==> config.mk <==
export PLATFORM = sky130hd
export DESIGN_NAME = fcp_tlv_parser_flat
export DESIGN_NICKNAME = d
export VERILOG_FILES = /design/src/rtl/fcp_pkg.sv /design/src/rtl/fcp_if.sv /design/src/rtl/fcp_front.sv /design/src/rtl/fcp_queue.sv /design/src/rtl/fcp_back.sv /design/src/rtl/fcp_tlv_parser.sv /design/src/flat_wrapper.sv
export SDC_FILE = /design/constraint.sdc
export NUM_CORES = 1
export LEC_CHECK = 0
export ABC_AREA = 1
export BUFFER_PORTS_ARGS = -buffer_cell sky130_fd_sc_hd__buf_4
export CORE_ASPECT_RATIO = 1.2
export CORE_MARGIN = 3
export CORE_UTILIZATION = 59
export DETAILED_ROUTE_END_ITERATION = 8
export PLACE_DENSITY = 0.8
export SKIP_LAST_GASP = 1
export SYNTH_ARGS = -nofsm -noshare
export SYNTH_HDL_FRONTEND = slang
export SYNTH_SLANG_ARGS = --single-unit
==> constraint.sdc <==
create_clock -name clock -period 3.9 [get_ports clock]
set_clock_uncertainty 0.05 [all_clocks]
set_input_delay 0.39 -clock clock [delete_from_list [all_inputs] [get_ports clock]]
set_output_delay 0.39 -clock clock [all_outputs]
set_load 0.005 [all_outputs]
==> src/rtl/fcp_pkg.sv <==
// FCP template parser: shared types, phase codes, tag and length tables.
// No dependencies; used by every file of the block except fcp_if.
package fcp_pkg;

   localparam int QDepth = 4;
   localparam int QAw    = $clog2(QDepth);

   localparam logic [2:0] PH_OUTER_TAG = 3'd0;
   localparam logic [2:0] PH_OUTER_LEN = 3'd1;
   localparam logic [2:0] PH_TAG       = 3'd2;
   localparam logic [2:0] PH_LEN       = 3'd3;
   localparam logic [2:0] PH_VALUE     = 3'd4;

   localparam logic [7:0] TEMPLATE_TAG = 8'h62;
   localparam logic [7:0] TAG_SIZE     = 8'h80;
   localparam logic [7:0] TAG_DESC     = 8'h82;
   localparam logic [7:0] TAG_FILE_ID  = 8'h83;
   localparam logic [7:0] TAG_APP_ID   = 8'h84;
   localparam logic [7:0] TAG_SHORT_ID = 8'h88;
   localparam logic [7:0] TAG_LIFE     = 8'h8A;
   localparam logic [7:0] TAG_SEC      = 8'h8C;
   localparam logic [7:0] TAG_SEC_ENV  = 8'h8D;

   localparam logic [2:0] FID_SIZE     = 3'd0;
   localparam logic [2:0] FID_DESC     = 3'd1;
   localparam logic [2:0] FID_FILE_ID  = 3'd2;
   localparam logic [2:0] FID_APP_ID   = 3'd3;
   localparam logic [2:0] FID_SHORT_ID = 3'd4;
   localparam logic [2:0] FID_LIFE     = 3'd5;
   localparam logic [2:0] FID_SEC      = 3'd6;
   localparam logic [2:0] FID_SEC_ENV  = 3'd7;

   localparam logic KIND_VALUE  = 1'b0;
   localparam logic KIND_STATUS = 1'b1;
   localparam logic ST_OK       = 1'b0;
   localparam logic ST_BAD_DATA = 1'b1;

   // length limit per field id, and whether it must match exactly
   localparam logic [4:0] FIELD_LIMIT [8] = '{5'd2, 5'd5, 5'd2, 5'd16, 5'd1, 5'd1, 5'd7, 5'd2};
   localparam logic [7:0] FIELD_EXACT = 8'b1011_0101;  // bit = field id

   typedef struct packed {
      logic       known;
      logic [2:0] fid;
   } fcp_tag_info_type;

   typedef struct packed {
      logic       has_value;
      logic [2:0] field_id;
      logic [3:0] byte_index;
      logic [7:0] value_byte;
      logic       has_status;
      logic       status;
   } fcp_entry_type;

   typedef struct packed {
      logic       kind;
      logic [2:0] field_id;
      logic [3:0] byte_index;
      logic [7:0] value_byte;
      logic       status;
      logic       end_of_run;
   } fcp_result_type;

   function automatic fcp_tag_info_type tag_lookup(input logic [7:0] tag);
      fcp_tag_info_type info;
      info.known = 1'b1;
      info.fid   = FID_SIZE;
      case (tag)
         TAG_SIZE:     info.fid = FID_SIZE;
         TAG_DESC:     info.fid = FID_DESC;
         TAG_FILE_ID:  info.fid = FID_FILE_ID;
         TAG_APP_ID:   info.fid = FID_APP_ID;
         TAG_SHORT_ID: info.fid = FID_SHORT_ID;
         TAG_LIFE:     info.fid = FID_LIFE;
         TAG_SEC:      info.fid = FID_SEC;
         TAG_SEC_ENV:  info.fid = FID_SEC_ENV;
         default:      info.known = 1'b0;
      endcase
      return info;
   endfunction

endpackage

==> src/rtl/fcp_if.sv <==
// FCP template parser: request (command byte) and response channel interfaces.
// Depends on nothing; payload widths follow the block's field list.
interface fcp_req_if;
   logic       valid;
   logic       ready;
   logic [7:0] data_byte;
   logic       last;

   modport source (output valid, output data_byte, output last, input ready);
   modport sink   (input valid, input data_byte, input last, output ready);
endinterface

interface fcp_rsp_if;
   logic       valid;
   logic       ready;
   logic       kind;
   logic [2:0] field_id;
   logic [3:0] byte_index;
   logic [7:0] value_byte;
   logic       status;
   logic       end_of_run;

   modport source (output valid, output kind, output field_id, output byte_index,
                   output value_byte, output status, output end_of_run, input ready);
   modport sink   (input valid, input kind, input field_id, input byte_index,
                   input value_byte, input status, input end_of_run, output ready);
endinterface

==> src/rtl/fcp_front.sv <==
// FCP template parser front end: takes command bytes, runs the TLV parse
// state and pushes one queue entry per byte that yields results. Uses fcp_pkg, fcp_if.
module fcp_front (
   input  logic                   clock,
   input  logic                   reset,
   fcp_req_if.sink                req,
   input  logic                   q_space,
   output logic                   q_push,
   output fcp_pkg::fcp_entry_type q_entry
);

   logic [2:0] phase_ff, phase_in;
   logic [2:0] field_ff, field_in;
   logic [4:0] left_ff, left_in;
   logic [3:0] pos_ff, pos_in;
   logic       err_ff, err_in;

   logic                      accept;
   logic                      emit_val;
   logic [4:0]                left_dec;
   logic [4:0]                limit;
   logic                      len_ok;
   fcp_pkg::fcp_tag_info_type info;

   assign req.ready = q_space;
   assign accept    = req.valid && q_space;

   assign info     = fcp_pkg::tag_lookup(req.data_byte);
   assign limit    = fcp_pkg::FIELD_LIMIT[field_ff];
   assign len_ok   = fcp_pkg::FIELD_EXACT[field_ff] ? (req.data_byte == {3'b000, limit})
                                                    : (req.data_byte <= {3'b000, limit});
   assign left_dec = left_ff - 5'd1;

   always_comb begin
      phase_in = phase_ff;
      field_in = field_ff;
      left_in  = left_ff;
      pos_in   = pos_ff;
      err_in   = err_ff;
      emit_val = 1'b0;
      if (!err_ff) begin
         case (phase_ff)
            fcp_pkg::PH_OUTER_TAG: begin
               if (req.data_byte == fcp_pkg::TEMPLATE_TAG) phase_in = fcp_pkg::PH_OUTER_LEN;
               else err_in = 1'b1;
            end
            // template length is not checked
            fcp_pkg::PH_OUTER_LEN: phase_in = fcp_pkg::PH_TAG;
            fcp_pkg::PH_TAG: begin
               if (info.known) begin
                  field_in = info.fid;
                  phase_in = fcp_pkg::PH_LEN;
               end else begin
                  err_in = 1'b1;
               end
            end
            fcp_pkg::PH_LEN: begin
               if (!len_ok) begin
                  err_in = 1'b1;
               end else if (req.data_byte == 8'd0) begin
                  phase_in = fcp_pkg::PH_TAG;
               end else begin
                  left_in  = req.data_byte[4:0];  // length is at most 16 here
                  pos_in   = 4'd0;
                  phase_in = fcp_pkg::PH_VALUE;
               end
            end
            fcp_pkg::PH_VALUE: begin
               emit_val = 1'b1;
               pos_in   = pos_ff + 4'd1;
               left_in  = left_dec;
               if (left_dec == 5'd0) phase_in = fcp_pkg::PH_TAG;
            end
            default: err_in = 1'b1;
         endcase
      end
   end

   always_comb begin
      q_entry.has_value  = emit_val;
      q_entry.field_id   = field_ff;
      q_entry.byte_index = pos_ff;
      q_entry.value_byte = req.data_byte;
      q_entry.has_status = req.last;
      q_entry.status     = (err_in || phase_in != fcp_pkg::PH_TAG) ? fcp_pkg::ST_BAD_DATA
                                                                   : fcp_pkg::ST_OK;
   end

   assign q_push = accept && (emit_val || req.last);

   always_ff @(posedge clock) begin
      if (reset || (accept && req.last)) begin
         phase_ff <= fcp_pkg::PH_OUTER_TAG;
         field_ff <= 3'd0;
         left_ff  <= 5'd0;
         pos_ff   <= 4'd0;
         err_ff   <= 1'b0;
      end else if (accept) begin
         phase_ff <= phase_in;
         field_ff <= field_in;
         left_ff  <= left_in;
         pos_ff   <= pos_in;
         err_ff   <= err_in;
      end
   end

endmodule

==> src/rtl/fcp_queue.sv <==
// FCP template parser: small FIFO of parsed entries between front and back end.
// Uses fcp_pkg.
module fcp_queue (
   input  logic                   clock,
   input  logic                   reset,
   input  logic                   push,
   input  fcp_pkg::fcp_entry_type push_entry,
   output logic                   space,
   input  logic                   pop,
   output logic                   avail,
   output fcp_pkg::fcp_entry_type head
);

   fcp_pkg::fcp_entry_type slot_ff [fcp_pkg::QDepth];

   logic [fcp_pkg::QAw-1:0] wr_ff, wr_in;
   logic [fcp_pkg::QAw-1:0] rd_ff, rd_in;
   logic [fcp_pkg::QAw:0]   cnt_ff, cnt_in;
   logic                    do_push, do_pop;

   assign space   = (cnt_ff != fcp_pkg::QDepth[fcp_pkg::QAw:0]);
   assign avail   = (cnt_ff != '0);
   assign head    = slot_ff[rd_ff];
   assign do_push = push && space;
   assign do_pop  = pop && avail;

   always_comb begin
      wr_in  = do_push ? wr_ff + 1'b1 : wr_ff;
      rd_in  = do_pop ? rd_ff + 1'b1 : rd_ff;
      cnt_in = cnt_ff;
      if (do_push && !do_pop) cnt_in = cnt_ff + 1'b1;
      else if (!do_push && do_pop) cnt_in = cnt_ff - 1'b1;
   end

   always_ff @(posedge clock) begin
      if (reset) begin
         wr_ff  <= '0;
         rd_ff  <= '0;
         cnt_ff <= '0;
      end else begin
         wr_ff  <= wr_in;
         rd_ff  <= rd_in;
         cnt_ff <= cnt_in;
      end
   end

   always_ff @(posedge clock) begin
      if (do_push) slot_ff[wr_ff] <= push_entry;
   end

endmodule

==> src/rtl/fcp_back.sv <==
// FCP template parser back end: expands queue entries into value and status
// transactions through a registered output stage. Uses fcp_pkg, fcp_if.
module fcp_back (
   input  logic                   clock,
   input  logic                   reset,
   input  logic                   avail,
   input  fcp_pkg::fcp_entry_type head,
   output logic                   pop,
   fcp_rsp_if.source              rsp
);

   logic                     valid_ff, valid_in;
   logic                     vdone_ff, vdone_in;
   fcp_pkg::fcp_result_type  res_ff, res_in;
   logic                     load;

   // output register can take a new result when empty or being drained
   assign load = !valid_ff || rsp.ready;

   always_comb begin
      valid_in = valid_ff;
      vdone_in = vdone_ff;
      res_in   = res_ff;
      pop      = 1'b0;
      if (load) begin
         valid_in = avail;
         if (avail) begin
            if (head.has_value && !vdone_ff) begin
               res_in.kind       = fcp_pkg::KIND_VALUE;
               res_in.field_id   = head.field_id;
               res_in.byte_index = head.byte_index;
               res_in.value_byte = head.value_byte;
               res_in.status     = fcp_pkg::ST_OK;
               res_in.end_of_run = 1'b0;
               if (head.has_status) vdone_in = 1'b1;
               else pop = 1'b1;
            end else begin
               res_in.kind       = fcp_pkg::KIND_STATUS;
               res_in.field_id   = 3'd0;
               res_in.byte_index = 4'd0;
               res_in.value_byte = 8'd0;
               res_in.status     = head.status;
               res_in.end_of_run = 1'b1;
               vdone_in          = 1'b0;
               pop               = 1'b1;
            end
         end
      end
   end

   always_ff @(posedge clock) begin
      if (reset) begin
         valid_ff <= 1'b0;
         vdone_ff <= 1'b0;
      end else begin
         valid_ff <= valid_in;
         vdone_ff <= vdone_in;
      end
   end

   always_ff @(posedge clock) begin
      res_ff <= res_in;
   end

   assign rsp.valid      = valid_ff;
   assign rsp.kind       = res_ff.kind;
   assign rsp.field_id   = res_ff.field_id;
   assign rsp.byte_index = res_ff.byte_index;
   assign rsp.value_byte = res_ff.value_byte;
   assign rsp.status     = res_ff.status;
   assign rsp.end_of_run = res_ff.end_of_run;

endmodule

==> src/rtl/fcp_tlv_parser.sv <==
// Channel   Dir  Payload                                                 Moves
// req       in   data_byte[7:0], last                                    one command byte
// rsp       out  kind, field_id[2:0], byte_index[3:0], value_byte[7:0],  value byte or
//                status, end_of_run                                      final status
//
// One command byte is taken per cycle while the queue has space; the parse state updates
// in that cycle. A byte yields at most two results; the output register sends one per
// cycle while rsp is ready, so a last byte inside a value needs two transfers, absorbed
// by the 4-entry queue. Results reach rsp through the queue and the output register.
// Synchronous reset returns the parser to expecting the template tag.
// req stalls only when the queue is full; rsp stalls hold the output register.
// Uses fcp_pkg, fcp_if, fcp_front, fcp_queue, fcp_back.
module fcp_tlv_parser (
   input  logic      clock,
   input  logic      reset,
   fcp_req_if.sink   req,
   fcp_rsp_if.source rsp
);

   logic                   q_space, q_push, q_avail, q_pop;
   fcp_pkg::fcp_entry_type q_entry, q_head;

   fcp_front u_front (
      .clock   (clock),
      .reset   (reset),
      .req     (req),
      .q_space (q_space),
      .q_push  (q_push),
      .q_entry (q_entry)
   );

   fcp_queue u_queue (
      .clock      (clock),
      .reset      (reset),
      .push       (q_push),
      .push_entry (q_entry),
      .space      (q_space),
      .pop        (q_pop),
      .avail      (q_avail),
      .head       (q_head)
   );

   fcp_back u_back (
      .clock (clock),
      .reset (reset),
      .avail (q_avail),
      .head  (q_head),
      .pop   (q_pop),
      .rsp   (rsp)
   );

endmodule
==> src/flat_wrapper.sv <==
// flat-port wrapper written by rule: the top's interface ports become plain ports
module fcp_tlv_parser_flat 
  (clock, reset, req_valid, req_data_byte, req_last, req_ready, rsp_valid, rsp_kind, rsp_field_id, rsp_byte_index, rsp_value_byte, rsp_status, rsp_end_of_run, rsp_ready);
  fcp_req_if req_i ();
  fcp_rsp_if rsp_i ();
  input  logic clock;
  input  logic reset;
  input wire logic [$bits(req_i.valid)-1:0] req_valid;
  input wire logic [$bits(req_i.data_byte)-1:0] req_data_byte;
  input wire logic [$bits(req_i.last)-1:0] req_last;
  output wire logic [$bits(req_i.ready)-1:0] req_ready;
  output wire logic [$bits(rsp_i.valid)-1:0] rsp_valid;
  output wire logic [$bits(rsp_i.kind)-1:0] rsp_kind;
  output wire logic [$bits(rsp_i.field_id)-1:0] rsp_field_id;
  output wire logic [$bits(rsp_i.byte_index)-1:0] rsp_byte_index;
  output wire logic [$bits(rsp_i.value_byte)-1:0] rsp_value_byte;
  output wire logic [$bits(rsp_i.status)-1:0] rsp_status;
  output wire logic [$bits(rsp_i.end_of_run)-1:0] rsp_end_of_run;
  input wire logic [$bits(rsp_i.ready)-1:0] rsp_ready;
  assign req_i.valid = req_valid;
  assign req_i.data_byte = req_data_byte;
  assign req_i.last = req_last;
  assign req_ready = req_i.ready;
  assign rsp_valid = rsp_i.valid;
  assign rsp_kind = rsp_i.kind;
  assign rsp_field_id = rsp_i.field_id;
  assign rsp_byte_index = rsp_i.byte_index;
  assign rsp_value_byte = rsp_i.value_byte;
  assign rsp_status = rsp_i.status;
  assign rsp_end_of_run = rsp_i.end_of_run;
  assign rsp_i.ready = rsp_ready;
  fcp_tlv_parser u_core (.clock(clock), .reset(reset), .req(req_i), .rsp(rsp_i));
endmodule
* Yosys cells after proc, flatten, opt, wreduce, memory -nomap -nowiden
Memories as Yosys holds them, arrays and structs flattened. A register that Yosys moved wholly into a read port is not among the register bits.
Index checks and enable logic that the tools add are counted.
** Storage, ports and cells
- Flip-flop bits (word level) :: 43
- Memory bits (writable) :: 72
- ROM bits :: 48
- Bits of input ports :: 13
- Logic and storage cells :: 119
- Memories :: 3
** Memory list
- u_core.u_queue.slot_ff :: words 4, width 18, rd ports 1, clocked after Yosys merged registers in 1, write ports 1, line fcp_queue.sv:14 : fcp_pkg::fcp_entry_type slot_ff [fcp_pkg::QDepth];
- (no name shown) :: words 8, width 5, rd ports 1, clocked after Yosys merged registers in 0, write ports 0, line fcp_front.sv:29 : assign limit = fcp_pkg::FIELD_LIMIT[field_ff];
- (no name shown) :: words 8, width 1, rd ports 1, clocked after Yosys merged registers in 1, write ports 0, line fcp_front.sv:30 : assign len_ok = fcp_pkg::FIELD_EXACT[field_ff] ? (req.data_byte == {3'b000, limit})
** Operators by class
- Add/subtract/negate cells :: 6
- Order comparisons :: 3
- Equality and inequality tests :: 19
- Multiplexer cells :: 42
- Bitwise gates (word level) :: 2
- Reductions and logical operators :: 28
** Operators with widths (number)
- $eq A8 B8 Y1 const B :: 8
- $mux W3 :: 10
- $pmux W3 S7 :: 1
- $mux W5 :: 4
- $mux W1 :: 18
- $mux W18 :: 1
- $pmux W3 S5 :: 1
- $pmux W5 S2 :: 1
- $eq A8 B5 Y1 :: 1
- $eq A8 B7 Y1 const B :: 1
- $le A8 B5 Y1 :: 1
- $logic_and A1 B1 Y1 :: 8
- $logic_not A8 Y1 :: 1
- $mux W4 :: 2
- $pmux W4 S2 :: 1
- $reduce_or A8 Y1 :: 1
- $eq A3 B2 Y1 const B :: 2
- $logic_not A5 Y1 :: 1
- $reduce_and A5 Y1 :: 1
- $sub A5 B1 Y5 const B :: 1
- $add A2 B1 Y2 const B :: 2
- $add A4 B1 Y4 const B :: 1
- $ge A4 B4 Y1 const B :: 1
- $logic_not A1 Y1 :: 4
- other kinds (21) :: 27

* Longest topological paths before layout
- Depth in word-level cells :: 12
- Depth in mapped cells :: 17
- Gate-level depth less buffers :: 17

* Cells and area by module
From an unflattened synthesis, not the netlist that was laid out.
** Unflattened totals
- Cell total of the unflattened synthesis :: 540
- Area, all modules :: 5557.8 µm²
** Modules (own cells, without submodules)
- fcp_queue :: times used 1, cells each 242, area an instance 3249.4 µm², sequential area each 2342.2 µm²
- fcp_front :: times used 1, cells each 232, area an instance 1515.2 µm², sequential area each 340.3 µm²
- fcp_back :: times used 1, cells each 66, area an instance 793.3 µm², sequential area each 550.5 µm²

* Worst setup path before layout
OpenSTA, ideal clock, no wires.
- Path kind :: flip-flop to flip-flop
- From :: register u_core.u_queue.cnt_ff[0] in the netlist's numbering
- To :: register u_core.u_queue.cnt_ff[1] in the netlist's numbering
- Data arrival time :: 2.626 ns
- Data required time :: 3.730 ns
- Slack :: 1.103 ns
- Stages on the path, launching flop included :: 9
- Clock period less this slack :: 2.797 ns
- Path through :: dfxtp_1 -> inv_1 -> a31oi_1 -> nand2_2 -> ha_1 -> inv_1 -> fa_1 -> o21ai_0 -> a21oi_1
** On the way
- Longest elaborated chain between the ends :: 7
- Elaborated cells on any way between the ends :: 17
- Classes of those cells :: add/sub: 2; eq/ne: 1; mux: 4; reduce/logical: 10
** RTL lines
- from (decl) :: line fcp_queue.sv:18 : logic [fcp_pkg::QAw:0] cnt_ff, cnt_in;
- from (signal assigned) :: line fcp_queue.sv:43 : cnt_ff <= cnt_in;
- $reduce_bool A3 Y1 :: line fcp_queue.sv:22 : assign avail = (cnt_ff != '0);
- $mux W1 :: line fcp_back.sv:27 : if (avail) begin
- $mux W1 :: line fcp_back.sv:25 : if (load) begin
- $logic_and A1 B1 Y1 :: line fcp_queue.sv:25 : assign do_pop = pop && avail;
- $logic_not A1 Y1 :: line fcp_queue.sv:31 : if (do_push && !do_pop) cnt_in = cnt_ff + 1'b1;
- $logic_and A1 B1 Y1 :: line fcp_queue.sv:31
- $mux W3 * :: line fcp_queue.sv:31
- net u_core.u_queue.cnt_in (one bit) :: line fcp_queue.sv:18
The timed path passes the listed nets; every way through them passes the cells marked *. The select of a mux whose other input is x is not followed.
A chain may end at the register's enable or synchronous reset.

==> impl_metrics.env <==
export IMPL_endpoint_kind="flip-flop"
export IMPL_initial_core_util_pct=60.8
export IMPL_grt_use_total_pct=22.8
export IMPL_worstPathMaxFanout=36
export IMPL_drt_first_pass_iters=5
export IMPL_met3_usage_pct=5.11
export IMPL_timing_final_crit_share_pct=72.7
export IMPL_crit_arrival_ps=3180
export IMPL_final_cell_mix="nor2_1 (101), edfxtp_1 (89), nand2_1 (64)"
export IMPL_wire_per_inst_um=15.6
export IMPL_synth_compound_area_share_pct=10.7
export IMPL_ys_ff_latch=117
export IMPL_antenna_found_initial=0
export IMPL_synthDominantCellAreaShare_pct=51.1
export IMPL_power_leakage_nw=2.45
export IMPL_htree_levels=4
export IMPL_gp_congestion=0.866
export IMPL_dieWidth_um=92.0
export IMPL_drive_above_1_share_pct=16.2
export IMPL_timing_fmax_ghz=0.353
export IMPL_remaining_drc_errors=0
export IMPL_path_class="reg -> reg"
export IMPL_die_h_um=109
export IMPL_synth_xor_area_share_pct=0.670
export IMPL_powerDensity_nw_per_um2=692
export IMPL_post_cts_setup_buffers=0
export IMPL_status="completed"
export IMPL_grt_use_met1_pct=26.9
export IMPL_rsz0062_at_grt="false"
export IMPL_maxCapViolCount=0
export IMPL_vias_per_cell=5.51
export IMPL_top_usage_layer="met2"
export IMPL_io_buffers=32
export IMPL_finalSetupViolCount=0
export IMPL_tightest_slew_ps=676
export IMPL_cts_buffer_depth=2
export IMPL_clock_sinks=117
export IMPL_synthArstFlopShare_pct=0
export IMPL_worstPathRequired_ps=4240
export IMPL_synth_edff_count=89
export IMPL_utilization_pct=71.8
export IMPL_routed_wirelength_mm=11.0
export IMPL_grt_max_degree=37
export IMPL_cts_clk_slew_worst_paths_ps=60
export IMPL_postRouteAntennaNets=0
export IMPL_die_area_um2=10000
export IMPL_seq_area_frac_synth_pct=61.8
export IMPL_fp_row_count=37
export IMPL_max_vdd_ir_drop_mv=0.362
export IMPL_synth_cell_types=36
export IMPL_synth_top_cell_by_area="edfxtp_1"
export IMPL_hpwlAfterDp_mm=6.86
export IMPL_maxSlewViolCount=0
export IMPL_num_antenna_cells=0
export IMPL_period_minus_slack_ps=2830
export IMPL_grt_util_met2_pct=40.4
export IMPL_cts_buffers=17
export IMPL_synth_top_family_by_area="simple AND/OR/NAND/NOR gates"
export IMPL_syn_nets=554
export IMPL_slew_headroom_pct=54.9
export IMPL_drtIter0Drc=423
export IMPL_yosys_area_share_simple_pct=17.7
export IMPL_worstHoldPathType="in -> reg"
export IMPL_syn_area_um2=5230
export IMPL_core_area_um2=8610
export IMPL_ys_flop_type="edfxtp_1"
export IMPL_grt_pass1_wl_mm=17.3
export IMPL_ctsHoldBuffers=0
export IMPL_synth_fa_ha_area_share_pct=3.25
export IMPL_setup_tns_ps=0
export IMPL_synth_area_per_cell_um2=9.91
export IMPL_worstSkewPairLatency_ps=510
export IMPL_gr_total_overflow=0
export IMPL_hold_viol=0
export IMPL_synth_area_leaders="edfxtp_1 (51%), dfxtp_1 (11%), nor2_1 (7.2%)"
export IMPL_start_kind="flip-flop"
export IMPL_yosysWarnings=0
export IMPL_grt_pass1_vias=3699
export IMPL_muxShareOfSynthArea_pct=0
export IMPL_cts_tree="built"
export IMPL_nets=598
export IMPL_areaGrowthSynthToFinish_pct=18.2
export IMPL_syn_inst=528
export IMPL_root_buffer="clkbuf_8"
export IMPL_cts_resized_gates=0
export IMPL_io_pins=33
export IMPL_vias=3869
export IMPL_final_common_cell="nor2_1"
==> cell usage after synthesis (3+ instances only) <==
| library cell | count |
|---|---|
| a21oi_1 | 36 |
| buf_4 | 3 |
| clkbuf_1 | 8 |
| dfxtp_1 | 28 |
| edfxtp_1 | 89 |
| ha_1 | 12 |
| inv_1 | 49 |
| inv_2 | 9 |
| nand2_1 | 64 |
| nand2_2 | 3 |
| nand3_1 | 18 |
| nand3_2 | 3 |
| nand4_1 | 6 |
| nor2_1 | 101 |
| nor2_2 | 8 |
| nor2_4 | 3 |
| o21ai_0 | 50 |
| o21ai_1 | 11 |
| xor2_1 | 4 |
==> report_power, final <==
| group | internal, W | total (W) | leakage [nW] | switching [W] |
|---|---|---|---|---|
| registers | 0.00160 | 0.00170 | 1.06 | 0.000102 |
| logic | 0.000381 | 0.00105 | 1.11 | 0.000672 |
| clock network | 0.00102 | 0.00153 | 0.280 | 0.000502 |
| total | 0.00300 | 0.00428 | 2.45 | 0.00128 |
==> metrics by stage <==
| stage | area (µm²) | hold slack (ps) | setup slack, ps | power [W] | std cells |
|---|---|---|---|---|---|
| after floorplan | 5230 | 383 | 1100 | 0.00238 | 528 |
| after CTS | 6180 | 42.8 | 1090 | 0.00430 | 702 |
| after detailed placement | 5600 | 418 | 1100 | 0.00275 | 670 |
| final | 6180 | 65.0 | 1070 | 0.00428 | 702 |
| after global routing | 6180 | 51.4 | 796 | 0.00450 | 702 |
| after global placement | 5600 | 397 | 1220 | 0.00271 | 670 |
==> critical path, stage by stage (launching register included) <==
cell and delay (ps):
dfxtp_1 750, inv_2 430, o21ai_1 230, nand2_1 60, inv_1 70, nor2_2 40, nand2_1 60, nand2_2 70
ha_1 180, inv_1 100, fa_1 200, nor2_1 60, nor2_1 90, nand2_1 70, o21ai_0 170, a21oi_1 60
==> sequential cells by signal, summed over array words and instances, names as in the netlist, named ones only <==
name                          flops
u_core.u_back.rsp.valid           1
u_core.u_front.left_ff            5
u_core.u_queue.cnt_ff             3
u_core.u_back.rsp.byte_index      4
u_core.u_front.field_ff           3
u_core.u_back.rsp.status          1
u_core.u_back.rsp.value_byte      8
u_core.u_queue.wr_ff              2
u_core.u_front.phase_ff           3
u_core.u_queue.rd_ff              2
u_core.u_back.rsp.end_of_run      1
u_core.u_front.err_ff             1
u_core.u_queue.slot_ff           72
u_core.u_back.rsp.field_id        3
u_core.u_back.vdone_ff            1
u_core.u_front.pos_ff             4
==> area by class of cell <==
type	count	area [µm²]
Clock inverter	12	160
Fill cell	591	2430
Inverter	60	225
Timing Repair Buffer	39	293
Tap cell	117	146
Sequential cell	117	3230
Clock buffer	20	425
Multi-Input combinational cell	337	1700
==> cell families after synthesis <==
family / Yosys count
simple gates: 213
flops: 117
compound gates: 107
buf+inv: 74
fa+ha+maj: 13
xor+xnor: 4
==> metal layers <==
metal	share of wire [%]	vias to the layer above	routed length [µm]
met1	41	1841	4460
met5	0	-	0
met4	1.2	0	134
met2	53	136	5760
met3	5.6	13	610
li1	-	1879	-
==> worst paths after layout <==
path,start,end,slack (ps),cells past startpoint
hold reg to reg,u_core.u_queue.rd_ff[1],flip-flop,430,2
setup reg to reg,flip-flop,u_core.u_queue.cnt_ff[2],1070,15
hold / removal,req_data_byte[6],u_core.u_queue.slot_ff[0][8],70,1
setup / recovery,flip-flop,u_core.u_queue.cnt_ff[2],1070,15
Power figures use the tool's default switching activity.
